===== src/sv/kpi_pkg.sv =====
package kpi_pkg;

    localparam int NCOMP      = 15;
    localparam int COMP_W     = 4;
    localparam int VALUE_W    = 32;
    localparam int KEYFRAME_W = 16;
    localparam int OP_W       = 3;
    localparam int S_TDATA_W  = 56;
    localparam int M_TDATA_W  = 40;
    localparam int QUO_W      = 32;
    localparam int DCNT_W     = 5;

    typedef enum logic [OP_W-1:0] {
        OP_STAGE  = 3'd0,
        OP_APPEND = 3'd1,
        OP_TICK   = 3'd2,
        OP_SAMPLE = 3'd3,
        OP_CLEAR  = 3'd4
    } op_t;

    typedef enum logic [1:0] {
        MODE_ZERO   = 2'd0,
        MODE_HOLD   = 2'd1,
        MODE_INTERP = 2'd2
    } mode_t;

    typedef struct packed {
        logic latch_item;
        logic stage_wr;
        logic full_set;
        logic frame_wr;
        logic copy_wr;
        logic count_inc;
        logic frame_sel_next;
        logic val_sel_next;
        logic tick_upd;
        logic clear_tbl;
        logic fa_latch;
        logic mode_latch;
        logic comp_clr;
        logic comp_inc;
        logic a_latch;
        logic b_latch;
        logic mul;
        logic div_init;
        logic div_step;
        logic out_plain;
        logic out_sample;
    } cmd_t;

    typedef struct packed {
        op_t  op;
        logic full;
        logic comp_last;
        logic div_done;
        logic interp;
        logic out_free;
    } stat_t;

endpackage


===== src/sv/kpi_ctrl.sv =====
module kpi_ctrl (
    input  logic            aclk,
    input  logic            aresetn,
    input  logic            s_tvalid,
    output logic            s_tready,
    input  kpi_pkg::stat_t  stat,
    output kpi_pkg::cmd_t   cmd
);

    typedef enum logic [3:0] {
        ST_IDLE, ST_DECODE, ST_COPY, ST_TICK_DO, ST_SA_FA, ST_SA_FB,
        ST_C_RDA, ST_C_LA, ST_C_LB, ST_C_MUL, ST_C_DINIT, ST_C_DIV,
        ST_EMIT, ST_RESULT
    } state_t;

    state_t state_reg, state_next;

    always_ff @(posedge aclk) begin
        if (!aresetn) begin
            state_reg <= ST_IDLE;
        end else begin
            state_reg <= state_next;
        end
    end

    assign s_tready = (state_reg == ST_IDLE);

    always_comb begin
        cmd        = '0;
        state_next = state_reg;
        case (state_reg)
            ST_IDLE: begin
                if (s_tvalid) begin
                    cmd.latch_item = 1'b1;
                    state_next     = ST_DECODE;
                end
            end
            ST_DECODE: begin
                case (stat.op)
                    kpi_pkg::OP_STAGE: begin
                        cmd.stage_wr = 1'b1;
                        state_next   = ST_RESULT;
                    end
                    kpi_pkg::OP_APPEND: begin
                        if (stat.full) begin
                            cmd.full_set = 1'b1;
                            state_next   = ST_RESULT;
                        end else begin
                            cmd.frame_wr = 1'b1;
                            cmd.comp_clr = 1'b1;
                            state_next   = ST_COPY;
                        end
                    end
                    kpi_pkg::OP_TICK: begin
                        cmd.frame_sel_next = 1'b1;
                        state_next         = ST_TICK_DO;
                    end
                    kpi_pkg::OP_SAMPLE: begin
                        state_next = ST_SA_FA;
                    end
                    kpi_pkg::OP_CLEAR: begin
                        cmd.clear_tbl = 1'b1;
                        state_next    = ST_RESULT;
                    end
                    default: begin
                        state_next = ST_RESULT;
                    end
                endcase
            end
            ST_COPY: begin
                cmd.copy_wr  = 1'b1;
                cmd.comp_inc = 1'b1;
                if (stat.comp_last) begin
                    cmd.count_inc = 1'b1;
                    state_next    = ST_RESULT;
                end
            end
            ST_TICK_DO: begin
                cmd.tick_upd = 1'b1;
                state_next   = ST_RESULT;
            end
            ST_SA_FA: begin
                cmd.fa_latch       = 1'b1;
                cmd.frame_sel_next = 1'b1;
                state_next         = ST_SA_FB;
            end
            ST_SA_FB: begin
                cmd.mode_latch = 1'b1;
                cmd.comp_clr   = 1'b1;
                state_next     = ST_C_RDA;
            end
            ST_C_RDA: begin
                state_next = ST_C_LA;
            end
            ST_C_LA: begin
                cmd.a_latch      = 1'b1;
                cmd.val_sel_next = 1'b1;
                state_next       = ST_C_LB;
            end
            ST_C_LB: begin
                cmd.b_latch = 1'b1;
                state_next  = stat.interp ? ST_C_MUL : ST_EMIT;
            end
            ST_C_MUL: begin
                cmd.mul    = 1'b1;
                state_next = ST_C_DINIT;
            end
            ST_C_DINIT: begin
                cmd.div_init = 1'b1;
                state_next   = ST_C_DIV;
            end
            ST_C_DIV: begin
                cmd.div_step = 1'b1;
                if (stat.div_done) begin
                    state_next = ST_EMIT;
                end
            end
            ST_EMIT: begin
                if (stat.out_free) begin
                    cmd.out_sample = 1'b1;
                    if (stat.comp_last) begin
                        state_next = ST_IDLE;
                    end else begin
                        cmd.comp_inc = 1'b1;
                        state_next   = ST_C_RDA;
                    end
                end
            end
            ST_RESULT: begin
                if (stat.out_free) begin
                    cmd.out_plain = 1'b1;
                    state_next    = ST_IDLE;
                end
            end
            default: begin
                state_next = ST_IDLE;
            end
        endcase
    end

endmodule


===== config.mk =====
export PLATFORM = sky130hd
export DESIGN_NAME = kpi_ctrl
export DESIGN_NICKNAME = d
export VERILOG_FILES = /design/src/sv/kpi_pkg.sv /design/src/sv/kpi_ctrl.sv
export SDC_FILE = /design/constraint.sdc
export NUM_CORES = 1
export LEC_CHECK = 0
export BUFFER_PORTS_ARGS = -buffer_cell sky130_fd_sc_hd__buf_2
export CORE_UTILIZATION = 41
export DETAILED_ROUTE_END_ITERATION = 6
export GPL_TIMING_DRIVEN = 0
export PLACE_DENSITY_LB_ADDON = 0.1
export SYNTH_ARGS = -nofsm -noshare
export SYNTH_HDL_FRONTEND = slang
export SYNTH_SLANG_ARGS = --single-unit

===== constraint.sdc =====
create_clock -name aclk -period 1.3 [get_ports aclk]
set_input_delay 0.195 -clock aclk [delete_from_list [all_inputs] [get_ports aclk]]
set_output_delay 0.195 -clock aclk [all_outputs]
set_load 0.03 [all_outputs]

==> metrics, run 1 <==
Mapped Avg Cell Area about 7 um^2; GRT repair_timing worst endpoint cmd[7]; Mapped Nets 110; Starting Density 45.35%; Failed at 5_1_grt; clk buf depth 2; largest net degree at the start of global routing 11; HPWL after DPL 1.587 mm; IO Port Bufs 32; H-tree levels 1; number of synthesized flops with an enable pin 0; status aborted with a tool error; synth cell count leaders 17 x nor2_1, 9 x nor3_1, 6 x a21oi_1; worst_ep kind primary output; Synth Cell Area 706.9 um^2; gpl congestion 0.9555; hold-fix buffers at CTS 0; most common cell in the netlist nor2_1; dominant synthesized flop cell dfxtp_1; Die Span X 43.53 um; clk sinks 4; synth warn 0; Synth top area share 11.33%; I/O pins 33; total CTS buffers 3; Rows 14; ys async rst share 0%; Die Span Y 43.53 um; Synth Register Bits 4; gate count of the mapped netlist 99; Area contributors post-synth dfxtp_1 11%, nor2_1 9.0%, nor3_1 6.4%, buf_6 6.4%, a21oi_1 4.2%; Clk Tree Root Cell clkbuf_4; First Err [ERROR DPL-0038] Utilization greater than 100%, impossible to legalize; area leader, netlist dfxtp_1; synth unique cells 42; post-synthesis sequential area ratio 11.33%
[metrics by stage]
step	std cells	TNS [ns]	instance area, um^2	worst slack, ns
3_3_place_gp	147	-3.459	1015	-0.3571
3_5_place_dp	147	-3.760	1015	-0.3970
2_1_floorplan	99	-2.428	834.6	-0.2905
4_1_cts	161	-6.534	1333	-0.4583
[what timing repair did]
| action | CTS |
|---|---|
| pin swaps | 8 |
| buffers inserted | 11 |
| endpoints found under the setup margin | 26 |
| gates resized for setup | 60 |
| cloned | 0 |
[cell families after synthesis]
kind of cell | share of synthesized area (%)
compound gates | 28.14
xor+xnor | 2.478
flops | 11.33
simple gates | 42.48
buf+inv | 14.16
mux | 1.416
==> inputs of run 2 (changes only) <==
- CORE_AREA: not set -> 2 2 63 65
- CORE_UTILIZATION: 41 -> not set
- DIE_AREA: not set -> 0 0 65 67
- PLACE_DENSITY_LB_ADDON: 0.1 -> 0.15
- clock period: 1.3 -> 1.7 ns (I/O delays scaled with it)
==> run 2 against run 1 <==
The run now ends clean; synthesized cell count stayed put; synthesized area stayed put.
==> metrics, run 2 <==
delay of the slowest critical-path stage 0.36 ns; Post-DP Area 970.9 um^2; clock transition at the registers of the reported paths 0.03 ns; worst-margin pin slew 0.3774 ns; leakage ~0.53 nW; maximum vdd drop roughly 0.00047 V; CP Launch Point state_reg[2]$_SDFFE_PN0P_; Final Hold Vio Count 0; Crit-path slowest cell dfxtp_4; Post-DRT Antenna Nets 0; CP max FO 6; final instance area 1274 um^2; hold-fix buffers at CTS 0; status finished, final reports clean; multiplexer area fraction after synthesis under 10%; Largest register FFs 4; Die Span Y between 60 and 70 um; worst hold path class input port to flip-flop; Area Growth Syn to Fin 80.18%; antenna fix cells 0; DRC violations left 0; Compound-Gate Fraction of Synth Area 28.14%; Worst Skew 0.003513 ns; commonest non-fill, non-tap cell in the layout buf_2; Mapped Avg Cell Area 7.141 um^2; synth cell count leaders 17 x nor2_1, 9 x nor3_1, 6 x a21oi_1; Top Family by Delay on Critical Path simple AND/OR/NAND/NOR gates; Die Area 4355 um^2; synth unique cells 42; Synth Area in Simple Gates between 40% and 50%; Die Span X 65 um; Tcrit/Tclk final 99.88%; # nets final 160; Area contributors post-synth dfxtp_1 11%, nor2_1 9.0%, nor3_1 6.4%, buf_6 6.4%, a21oi_1 4.2%; Synth Area in Adders 0%; clk_lat worst skew 0.21 ns; main combinational cell family by area after synthesis simple AND/OR/NAND/NOR gates; Starting Density 19.60%; H-tree levels 1; WL/cell 12.99 um; I/O pins 33; CP Capture Type output port; hold_sp aresetn; core region area roughly 3600 um^2; clk buf depth 2; gate count of the mapped netlist 99; most used cell, CP buf_6; CP arrival between 1 and 1.5 ns; Crit Path Category flip-flop to output port; Rel. slew slack 74.74%; CP Cell Sequence buf_6 -> nor4_4 -> nand2b_4 -> o22ai_2 -> buf_6; Cell Pwr Density about 1500 nW/um^2; fin. max-slew vios 0; Mapped Nets 110; Rows 22; reg2reg start state_reg[0]$_SDFFE_PN0P_; HPWL after DPL 1.764 mm; Synth Area in XOR/XNOR 2.478%; final setup fails 0; Synth Register Bits 4; number of synthesized flops with an enable pin 0; Util after Layout a little over a third; reported max-cap violation count 0; post-synthesis sequential area ratio 11.33%; Crit path required time 1.44 ns; Synth top area share roughly 11%; first-pass GRT wire length 3.967 mm; Cell Count, Final, Fillers Out between 150 and 200; CTS tree done; Final min period 1.698 ns; vias per cell 4.621; Fin Setup TNS 0 ns; clk sinks 4; IO Port Bufs 32; largest net degree at the start of global routing 11; dominant synthesized flop cell dfxtp_1; ys async rst share 0%; placed cell count 179; Synth Cell Area 706.9 um^2; total grt overflow 0; total CTS buffers 3; initial antenna violation count 0; vias in the first global route slightly above 800; gpl congestion 0.8564; most frequent cells in the layout 21 x buf_2, 18 x buf_4, 12 x buf_6, 12 x nor2_1, 6 x nor3_1; RSZ-0062 raised after global routing yes; most common cell in the netlist nor2_1; area leader, netlist dfxtp_1; 1st-iter DRT viols 32; synth warn 0; via count between 900 and 1k; overall routing resource usage 11.71%; Bufs and invs on worst path 2; total wire length 2.533 mm; fmax about 590 MHz; CP startpoint kind flip-flop; Clk Tree Root Cell clkbuf_8; share of cells above drive strength 1 55.78%; drt pass-1 iters 4
[run 2: worst paths after layout]
check | to | slack (ns) | cells after the start
max | cmd[8] | 0.002 | 5
min | state_reg[2]$_SDFFE_PN0P_ | 0.31 | 2
max reg2reg | state_reg[2]$_SDFFE_PN0P_ | 0.12 | 6
min reg2reg | state_reg[1]$_SDFFE_PN0P_ | 0.75 | 4
[run 2: report_power, final]
part           internal [mW]  leakage (nW)  switching [mW]
clock                  0.150        0.0216          0.0429
sequential             0.136        0.0341          0.0308
combinational          0.683         0.476           0.818
total                  0.969         0.532           0.892
[run 2: cell families (layout without fill, tap and decap cells)]
family,after synthesis,after routing
AND/OR/NAND/NOR,53,53
buffers and inverters,12,60
XOR/XNOR,2,2
AO/OA/AOI/OAI,27,27
multiplexers,1,1
flip-flops,4,4
[run 2: area by class of cell]
| class | instances | area [um^2] |
|---|---|---|
| sequential | 4 | 85.08 |
| buffer | 8 | 103.9 |
| clock buffer | 3 | 41.29 |
| fill | 392 | 2332 |
| multi-input combinational | 83 | 645.6 |
| timing repair buffer | 46 | 326.6 |
| inverter | 3 | 11.26 |
| tap | 48 | 60.06 |
[run 2: metrics by stage]
stage	hold WS, ns	setup slack (ns)	total power, mW
global route	0.3240	-0.05386	1.997
detailed placement	0.5386	-0.07306	1.317
floorplan	0.3862	-0.08191	1.061
finish	0.3061	0.002050	1.861
global placement	0.5455	-0.07546	1.321
CTS	0.3014	-0.04393	1.798
[run 2: metal layers]
| layer | routed length, um | part of all wire, % | global-route usage (%) |
|---|---|---|---|
| met5 | 0 | 0 | 0 |
| met4 | 52 | 2.1 | 1.596 |
| met3 | 103 | 4.1 | 2.027 |
| met2 | 1238 | 49 | 20.88 |
| met1 | 1139 | 45 | 14.99 |
[run 2: worst reg2reg max path, delay by kind of cell, from the launching register on]
family                 cells  cell delay (ns)
buffers and inverters      2             0.27
and+or+nand+nor            1             0.35
DFF                        1             0.33
AOI/OAI and AO/OA          3             0.52
[run 2: repair_timing]
item                                    in CTS  in global routing
endpoints found under the setup margin      17                 13
buffers inserted                            12                  2
pin swaps                                   10                  8
gates resized for setup                     30                 19
Note: power is estimated with default switching activity, not from simulation.
